[src/rsl_pkg.sv]
// ----------------------------------------------------------------------------
// rsl_pkg: shared types and constants of the radial spotlight block
// Fixed-point constants of the falloff curve, the payload that travels
// through the square-root cells, and the configuration register indexes.
// ----------------------------------------------------------------------------
package rsl_pkg;

    // Configuration registers: signed center coordinates.
    localparam int CFG_W = 13;

    typedef enum logic [0:0] {
        CFG_CENTER_X = 1'b0,
        CFG_CENTER_Y = 1'b1
    } t_cfg_reg;

    // Square-root datapath: the radicand is d2 << 16 with d2 <= 25600,
    // so it fits in 31 bits and the Q8.8 root in 16 bits.
    localparam int RAD_W  = 32;
    localparam int ROOT_W = 16;
    localparam int REM_W  = 18;
    localparam int NEAR_W = 15;

    localparam int unsigned FAR_LIMIT_SQ = 25600;

    // Factor in units of 2^-16.
    localparam int FACTOR_W = 17;
    localparam logic [FACTOR_W-1:0] FACTOR_ONE = 17'd65536;
    localparam logic [FACTOR_W-1:0] FACTOR_FAR = 17'd13107;

    // floor(root * 32 / 25) == floor(root * SLOPE_RECIP / 2^21) for every
    // root below 2^16 (reciprocal rounded up, error stays under one).
    localparam int SLOPE_RECIP_W = 22;
    localparam logic [SLOPE_RECIP_W-1:0] SLOPE_RECIP = 22'd2684355;
    localparam int SLOPE_SHIFT  = 21;
    localparam int SLOPE_PROD_W = ROOT_W + SLOPE_RECIP_W;
    localparam int FACTOR_SHIFT = 16;

    // Partial state of one item inside the square-root chain.
    typedef struct packed {
        logic              far;
        logic [RAD_W-1:0]  rad;
        logic [REM_W-1:0]  rem;
        logic [ROOT_W-1:0] root;
    } t_root_data;

endpackage

[src/rsl_front.sv]
// ----------------------------------------------------------------------------
// rsl_front: distance front end
// Forms the offsets from the center, squares them and sums them, then
// flags far pixels and prepares the radicand for the square-root chain.
// ----------------------------------------------------------------------------
module rsl_front
    import rsl_pkg::*;
#(
    parameter int COORD_W = 12,
    parameter int LUM_W   = 17
) (
    input  logic                    i_clk,
    input  logic                    i_rst_n,
    input  logic signed [CFG_W-1:0] i_center_x,
    input  logic signed [CFG_W-1:0] i_center_y,
    input  logic                    i_valid,
    output logic                    o_stall,
    input  logic [COORD_W-1:0]      i_pixel_x,
    input  logic [COORD_W-1:0]      i_pixel_y,
    input  logic [LUM_W-1:0]        i_lum,
    output logic                    o_valid,
    input  logic                    i_stall,
    output logic [LUM_W-1:0]        o_lum,
    output t_root_data              o_data
);

    localparam int DIFF_W = ((COORD_W + 1 > CFG_W) ? COORD_W + 1 : CFG_W) + 1;
    localparam int SQ_W   = 2 * DIFF_W - 2;
    localparam int D2_W   = SQ_W + 1;

    logic [2:0] r_v;
    logic [2:0] st;

    logic signed [DIFF_W-1:0] r_dx;
    logic signed [DIFF_W-1:0] r_dy;
    logic [LUM_W-1:0]         r_lum0;
    logic [SQ_W-1:0]          r_sx;
    logic [SQ_W-1:0]          r_sy;
    logic [LUM_W-1:0]         r_lum1;
    logic [LUM_W-1:0]         r_lum2;
    t_root_data               r_data;

    logic signed [DIFF_W-1:0]   n_dx;
    logic signed [DIFF_W-1:0]   n_dy;
    logic signed [2*DIFF_W-1:0] sq_x;
    logic signed [2*DIFF_W-1:0] sq_y;
    logic [D2_W-1:0]            d2;
    t_root_data                 n_data;

    // A stage holds only while it is full and the stage after it holds.
    assign st[2]   = r_v[2] && i_stall;
    assign st[1]   = r_v[1] && st[2];
    assign st[0]   = r_v[0] && st[1];
    assign o_stall = st[0];

    assign n_dx = DIFF_W'($signed({1'b0, i_pixel_x})) - DIFF_W'(i_center_x);
    assign n_dy = DIFF_W'($signed({1'b0, i_pixel_y})) - DIFF_W'(i_center_y);

    assign sq_x = (2*DIFF_W)'(r_dx) * (2*DIFF_W)'(r_dx);
    assign sq_y = (2*DIFF_W)'(r_dy) * (2*DIFF_W)'(r_dy);

    always_comb begin
        d2          = {1'b0, r_sx} + {1'b0, r_sy};
        n_data.far  = (d2 > D2_W'(FAR_LIMIT_SQ));
        n_data.rad  = {1'b0, d2[NEAR_W-1:0], {(RAD_W - NEAR_W - 1){1'b0}}};
        n_data.rem  = '0;
        n_data.root = '0;
    end

    always_ff @(posedge i_clk) begin
        if (!i_rst_n) begin
            r_v <= '0;
        end else begin
            if (!st[0]) r_v[0] <= i_valid;
            if (!st[1]) r_v[1] <= r_v[0];
            if (!st[2]) r_v[2] <= r_v[1];
        end
    end

    always_ff @(posedge i_clk) begin
        if (!st[0]) begin
            r_dx   <= n_dx;
            r_dy   <= n_dy;
            r_lum0 <= i_lum;
        end
        if (!st[1]) begin
            r_sx   <= sq_x[SQ_W-1:0];
            r_sy   <= sq_y[SQ_W-1:0];
            r_lum1 <= r_lum0;
        end
        if (!st[2]) begin
            r_data <= n_data;
            r_lum2 <= r_lum1;
        end
    end

    assign o_valid = r_v[2];
    assign o_lum   = r_lum2;
    assign o_data  = r_data;

endmodule

[src/rsl_root_cell.sv]
// ----------------------------------------------------------------------------
// rsl_root_cell: one digit of the restoring square root
// Brings down two radicand bits, tries the next root bit and passes the
// updated remainder and partial root to the next cell.
// ----------------------------------------------------------------------------
module rsl_root_cell
    import rsl_pkg::*;
#(
    parameter int LUM_W = 17
) (
    input  logic             i_clk,
    input  logic             i_rst_n,
    input  logic             i_valid,
    output logic             o_stall,
    input  logic [LUM_W-1:0] i_lum,
    input  t_root_data       i_data,
    output logic             o_valid,
    input  logic             i_stall,
    output logic [LUM_W-1:0] o_lum,
    output t_root_data       o_data
);

    logic             r_valid;
    logic [LUM_W-1:0] r_lum;
    t_root_data       r_data;

    logic [REM_W-1:0] rem2;
    logic [REM_W-1:0] trial;
    logic             fits;
    t_root_data       n_data;

    assign o_stall = r_valid && i_stall;

    always_comb begin
        rem2        = {i_data.rem[REM_W-3:0], i_data.rad[RAD_W-1 -: 2]};
        trial       = {i_data.root, 2'b01};
        fits        = (rem2 >= trial);
        n_data.far  = i_data.far;
        n_data.rad  = {i_data.rad[RAD_W-3:0], 2'b00};
        n_data.rem  = fits ? (rem2 - trial) : rem2;
        n_data.root = {i_data.root[ROOT_W-2:0], fits};
    end

    always_ff @(posedge i_clk) begin
        if (!i_rst_n) begin
            r_valid <= 1'b0;
        end else if (!o_stall) begin
            r_valid <= i_valid;
        end
    end

    always_ff @(posedge i_clk) begin
        if (!o_stall) begin
            r_lum  <= i_lum;
            r_data <= n_data;
        end
    end

    assign o_valid = r_valid;
    assign o_lum   = r_lum;
    assign o_data  = r_data;

endmodule

[src/rsl_back.sv]
// ----------------------------------------------------------------------------
// rsl_back: falloff factor and luminance scaling
// Turns the Q8.8 distance into the linear factor (or the far factor) and
// scales the luminance by it, truncating the product.
// ----------------------------------------------------------------------------
module rsl_back
    import rsl_pkg::*;
#(
    parameter int LUM_W = 17
) (
    input  logic              i_clk,
    input  logic              i_rst_n,
    input  logic              i_valid,
    output logic              o_stall,
    input  logic [LUM_W-1:0]  i_lum,
    input  logic              i_far,
    input  logic [ROOT_W-1:0] i_root,
    output logic              o_valid,
    input  logic              i_stall,
    output logic [LUM_W-1:0]  o_lum
);

    logic [2:0] r_v;
    logic [2:0] st;

    logic [SLOPE_PROD_W-1:0] r_prod;
    logic                    r_far;
    logic [LUM_W-1:0]        r_lum0;
    logic [FACTOR_W-1:0]     r_factor;
    logic [LUM_W-1:0]        r_lum1;
    logic [LUM_W-1:0]        r_out;

    logic [FACTOR_W-1:0]         n_factor;
    logic [LUM_W+FACTOR_W-1:0]   scaled;

    assign st[2]   = r_v[2] && i_stall;
    assign st[1]   = r_v[1] && st[2];
    assign st[0]   = r_v[0] && st[1];
    assign o_stall = st[0];

    assign n_factor = r_far ? FACTOR_FAR
                            : FACTOR_ONE - r_prod[SLOPE_SHIFT +: FACTOR_W];
    assign scaled   = (LUM_W+FACTOR_W)'(r_lum1) * (LUM_W+FACTOR_W)'(r_factor);

    always_ff @(posedge i_clk) begin
        if (!i_rst_n) begin
            r_v <= '0;
        end else begin
            if (!st[0]) r_v[0] <= i_valid;
            if (!st[1]) r_v[1] <= r_v[0];
            if (!st[2]) r_v[2] <= r_v[1];
        end
    end

    always_ff @(posedge i_clk) begin
        if (!st[0]) begin
            r_prod <= SLOPE_PROD_W'(i_root) * SLOPE_PROD_W'(SLOPE_RECIP);
            r_far  <= i_far;
            r_lum0 <= i_lum;
        end
        if (!st[1]) begin
            r_factor <= n_factor;
            r_lum1   <= r_lum0;
        end
        if (!st[2]) begin
            r_out <= scaled[FACTOR_SHIFT +: LUM_W];
        end
    end

    assign o_valid = r_v[2];
    assign o_lum   = r_out;

endmodule

[src/radial_spotlight_luminance.sv]
// ----------------------------------------------------------------------------
// radial_spotlight_luminance: radial linear spotlight on pixel luminance
// Scales each pixel's Q1.16 luminance by 1 - 0.005 * distance from the
// configured center, or by 0.2 beyond a distance of 160.
// ----------------------------------------------------------------------------
// Usage:
// - Input channel: i_valid / o_stall with i_pixel_x, i_pixel_y, i_lum_in.
//   A transfer happens on a rising edge with i_valid high and o_stall low.
// - Output channel: o_valid / i_stall with o_lum_out, one result per pixel,
//   in input order.
// - Configuration: i_cfg_we writes i_cfg_data into the register picked by
//   i_cfg_index (center x, center y). Write only while the block is empty.
// - The pipeline has the offset, square and sum stages, sixteen
//   square-root cells (one root bit each), and the factor, subtract and
//   scale stages. Every stage takes a new pixel each cycle while the
//   receiver does not stall, so the throughput is one pixel per clock.
// - When the receiver stalls, the full stages hold and empty stages ahead
//   of them keep filling; o_stall rises only once the whole chain is full.
// - Synchronous reset empties the pipeline and sets the center to (0, 0).
// ----------------------------------------------------------------------------
module radial_spotlight_luminance
    import rsl_pkg::*;
#(
    parameter int COORD_WIDTH   = 12,
    parameter int LUM_FRAC_BITS = 16
) (
    input  logic                     i_clk,
    input  logic                     i_rst_n,
    input  logic                     i_cfg_we,
    input  logic [0:0]               i_cfg_index,
    input  logic [CFG_W-1:0]         i_cfg_data,
    input  logic                     i_valid,
    output logic                     o_stall,
    input  logic [COORD_WIDTH-1:0]   i_pixel_x,
    input  logic [COORD_WIDTH-1:0]   i_pixel_y,
    input  logic [LUM_FRAC_BITS:0]   i_lum_in,
    output logic                     o_valid,
    input  logic                     i_stall,
    output logic [LUM_FRAC_BITS:0]   o_lum_out
);

    localparam int LUM_W = LUM_FRAC_BITS + 1;

    logic signed [CFG_W-1:0] r_center_x;
    logic signed [CFG_W-1:0] r_center_y;

    logic             chain_valid [0:ROOT_W];
    logic             chain_stall [0:ROOT_W];
    logic [LUM_W-1:0] chain_lum   [0:ROOT_W];
    t_root_data       chain_data  [0:ROOT_W];

    always_ff @(posedge i_clk) begin
        if (!i_rst_n) begin
            r_center_x <= '0;
            r_center_y <= '0;
        end else if (i_cfg_we) begin
            case (t_cfg_reg'(i_cfg_index))
                CFG_CENTER_X: r_center_x <= i_cfg_data;
                CFG_CENTER_Y: r_center_y <= i_cfg_data;
                default: ;
            endcase
        end
    end

    rsl_front #(
        .COORD_W (COORD_WIDTH),
        .LUM_W   (LUM_W)
    ) u_front (
        .i_clk      (i_clk),
        .i_rst_n    (i_rst_n),
        .i_center_x (r_center_x),
        .i_center_y (r_center_y),
        .i_valid    (i_valid),
        .o_stall    (o_stall),
        .i_pixel_x  (i_pixel_x),
        .i_pixel_y  (i_pixel_y),
        .i_lum      (i_lum_in),
        .o_valid    (chain_valid[0]),
        .i_stall    (chain_stall[0]),
        .o_lum      (chain_lum[0]),
        .o_data     (chain_data[0])
    );

    for (genvar g = 0; g < ROOT_W; g++) begin : g_cell
        rsl_root_cell #(
            .LUM_W (LUM_W)
        ) u_cell (
            .i_clk   (i_clk),
            .i_rst_n (i_rst_n),
            .i_valid (chain_valid[g]),
            .o_stall (chain_stall[g]),
            .i_lum   (chain_lum[g]),
            .i_data  (chain_data[g]),
            .o_valid (chain_valid[g+1]),
            .i_stall (chain_stall[g+1]),
            .o_lum   (chain_lum[g+1]),
            .o_data  (chain_data[g+1])
        );
    end

    rsl_back #(
        .LUM_W (LUM_W)
    ) u_back (
        .i_clk   (i_clk),
        .i_rst_n (i_rst_n),
        .i_valid (chain_valid[ROOT_W]),
        .o_stall (chain_stall[ROOT_W]),
        .i_lum   (chain_lum[ROOT_W]),
        .i_far   (chain_data[ROOT_W].far),
        .i_root  (chain_data[ROOT_W].root),
        .o_valid (o_valid),
        .i_stall (i_stall),
        .o_lum   (o_lum_out)
    );

`ifndef SYNTHESIS
    // The input side can only be held back once the result register is full
    // and the receiver is stalling.
    a_stall_needs_full_out: assert property (@(posedge i_clk) disable iff (!i_rst_n)
        o_stall |-> (o_valid && i_stall))
        else $error("input stalled while the output side can move");

    // A near pixel has distance at most 160.0 in Q8.8.
    a_root_in_range: assert property (@(posedge i_clk) disable iff (!i_rst_n)
        (chain_valid[ROOT_W] && !chain_data[ROOT_W].far)
            |-> (chain_data[ROOT_W].root <= ROOT_W'(40960)))
        else $error("square root of a near pixel exceeds 160.0");

    // A held result at the chain end stays put while the back end is full and stalled.
    a_chain_hold: assert property (@(posedge i_clk) disable iff (!i_rst_n)
        (chain_valid[ROOT_W] && chain_stall[ROOT_W])
            |=> (chain_valid[ROOT_W] && $stable(chain_data[ROOT_W])))
        else $error("square-root result changed while held");
`endif

endmodule
[config.mk]
export PLATFORM = sky130hd
export DESIGN_NAME = radial_spotlight_luminance
export DESIGN_NICKNAME = d
export VERILOG_FILES = /design/src/rsl_pkg.sv /design/src/rsl_front.sv /design/src/rsl_root_cell.sv /design/src/rsl_back.sv /design/src/radial_spotlight_luminance.sv
export SDC_FILE = /design/constraint.sdc
export NUM_CORES = 2
export LEC_CHECK = 0
export ABC_CLOCK_PERIOD_IN_PS = 104400
export BUFFER_PORTS_ARGS = -buffer_cell sky130_fd_sc_hd__buf_2
export CORE_MARGIN = 3
export CORE_UTILIZATION = 65
export CTS_BUF_LIST = sky130_fd_sc_hd__clkbuf_8 sky130_fd_sc_hd__clkbuf_16
export DETAILED_ROUTE_END_ITERATION = 8
export PLACE_DENSITY = 0.81
export SLEW_MARGIN = 10
export SYNTH_ARGS = -nofsm -noshare
export SYNTH_HDL_FRONTEND = slang
export SYNTH_HIERARCHICAL = 1
export SYNTH_SLANG_ARGS = --single-unit
export TNS_END_PERCENT = 10
[constraint.sdc]
create_clock -name i_clk -period 104.4 [get_ports i_clk]
set_clock_uncertainty 0.1 [all_clocks]
set_input_delay 10.44 -clock i_clk [delete_from_list [all_inputs] [get_ports i_clk]]
set_output_delay 10.44 -clock i_clk [all_outputs]
set_load 0.02 [all_outputs]
==> results.json <==
{
  "hold_viol": 0,
  "post-route-drc-count": 0,
  "ys_warn_count": 6,
  "hold_depth": 0,
  "tightest_slew_ns": 1.06,
  "syn_avg_cell_area_um2": 12.2,
  "die_y_um": 372,
  "end_kind": "output pin",
  "path_clk_slew_ns": 0.06,
  "cp.arrival_ns": 19.08,
  "period_share_pct": 28.4,
  "fillCellCount": 8756,
  "reg2reg_depth": 42,
  "min_path_type": "register to register",
  "antenna_left": 0,
  "postCtsResizedCells": 0,
  "overflow": 0,
  "synth_area_mm2": 0.0871,
  "hold_buffers": 0,
  "ios": 79,
  "r2r-start": "u_back/r_v[2]",
  "holdCritStartpoint": "g_cell[2].u_cell/o_data[56]",
  "syn2layout_area_growth_pct": 7.26,
  "drv_cap": 0,
  "slew_viol_final": 0,
  "min_period_ns": 29.62,
  "cts_buffers": 136,
  "antenna_found_initial": 1,
  "drtIter0Drc": 3354,
  "cp_slowest_cell": "nand2_4",
  "clk_latency_ns": 0.79,
  "max_freq_mhz": 33.8,
  "rrSetupSlack_ns": 94.98,
  "grt_pass1_wl_um": 287000,
  "crit_start": "i_stall",
  "cp_common_cell": "inv_1",
  "gp_congestion": 0.894,
  "grt_pass1_vias": 55900,
  "vias_per_cell": 5.75,
  "setup_viol": 0,
  "cts_setup_buffers": 0,
  "reg2reg_to": "u_front/r_sx[0]",
  "status": "complete, no violations",
  "cp.required_ns": 93.86,
  "setup_tns_ns": 0,
  "clockBufferDepth": 3,
  "fp.coreArea_mm2": 0.132,
  "worstSetupPathType": "input port to output pin",
  "nets": 8711,
  "cp-start-kind": "input port",
  "die_x_um": 372,
  "diodes": 0,
  "slew_headroom_pct": 29.5,
  "drtPass1Iterations": 7,
  "grt_max_degree": 79,
  "synthCells": 7161,
  "cp_slowest_stage_delay_ns": 0.81,
  "rsz0062_at_grt": "false",
  "endpoint": "o_stall",
  "portBuffers": 78,
  "cts_sinks": 1303,
  "rows": 133,
  "dp_hpwl_um": 129000,
  "dieArea_mm2": 0.138,
  "track_usage_pct": 26.3,
  "cts_tree": "yes",
  "routed_wl_um": 176000,
  "htree_levels": 4,
  "cp_max_fo": 77,
  "initial_core_util_pct": 65.9,
  "ctsRootBufferMaster": "clkbuf_16",
  "routedWlPerCell_um": 19.3,
  "via_count": 52600,
  "drive_gt1_share_pct": 8.59
}
[area by class of cell]
type	instances	area [um2]	share of cell area (%)
inverters	1318	4990	5.34
clock buffers	142	3500	3.74
multi-input cells	4415	42500	45.5
clock inverters	105	1040	1.12
flip-flops and latches	1303	38600	41.4
repair buffers	100	556	0.594
well taps	1755	2200	2.35
[cell usage in the layout, fill, tap and decap left out, types with 18 or more instances in the layout]
cell type,instances
o2111ai_1,20
mux2i_1,60
o211a_1,30
or3_1,38
o21ai_0,108
clkinv_1,19
or2_2,29
o21a_1,105
clkbuf_16,137
a211oi_1,44
nor3_1,118
a211o_2,46
edfxtp_1,1255
nor4_1,23
dfxtp_1,48
a21oi_1,252
nand3_1,32
nand2b_1,20
nor2b_1,84
and2_1,200
nor2_1,191
conb_1,51
fa_1,653
buf_2,78
xor2_1,105
a21boi_0,22
mux2_4,75
ha_1,724
nand4_1,58
a21o_1,161
inv_1,1328
mux2_2,62
a31oi_1,24
buf_4,22
nand2_1,504
o21bai_1,40
o31ai_1,18
a2bb2oi_1,31
o211ai_1,50
xnor2_1,235
[routing by layer]
layer / GRT usage, % / wire length (um) / vias to the layer above
met2: 48.0 / 93500 / 1723
li1: - / - / 24600
met4: 10.2 / 6720 / 0
met5: 0 / 0 / -
met3: 3.53 / 8660 / 449
met1: 31.4 / 67300 / 25800
[through the flow]
step           hold slack, ns  std cells  utilization, %  instance area (um2)  worst slack (ns)
2_1_floorplan           0.300       7211               -                87300             54.63
3_3_place_gp            0.300       8891            67.2                88900             75.30
3_5_place_dp            0.305       8891            67.2                88900             74.90
4_1_cts                 0.301       9138            70.6                93400             74.61
5_1_grt                 0.315       9138            70.6                93400             73.86
6_report                0.302       9138            70.6                93400             74.78
[worst max-delay path, delay by kind of cell]
kind	cells	cell delay, ns
and+or+nand+nor	20	3.59
buffers and inverters	25	4.91
[how the worst min path moves through the flow]
| stage | end | slack, ns |
|---|---|---|
| global route | g_cell[3].u_cell/o_data[58] | 0.32 |
| finish | g_cell[3].u_cell/o_data[58] | 0.30 |
| global placement | g_cell[2].u_cell/o_data[56] | 0.30 |
| detailed placement | g_cell[0].u_cell/o_data[57] | 0.30 |
| floorplan | g_cell[0].u_cell/o_data[52] | 0.30 |
| CTS | g_cell[3].u_cell/o_data[52] | 0.30 |
[sequential cells by signal, summed over array words and instances, names as in the netlist, 25 cells and up]
signal	flops
g_cell.u_cell/o_data	752
u_front/r_sx	25
u_front/r_sy	25
g_cell.u_cell/o_lum	272
Power is not shown: default switching activity piles up to over one toggle a cycle in this logic, so the estimate is an artifact.
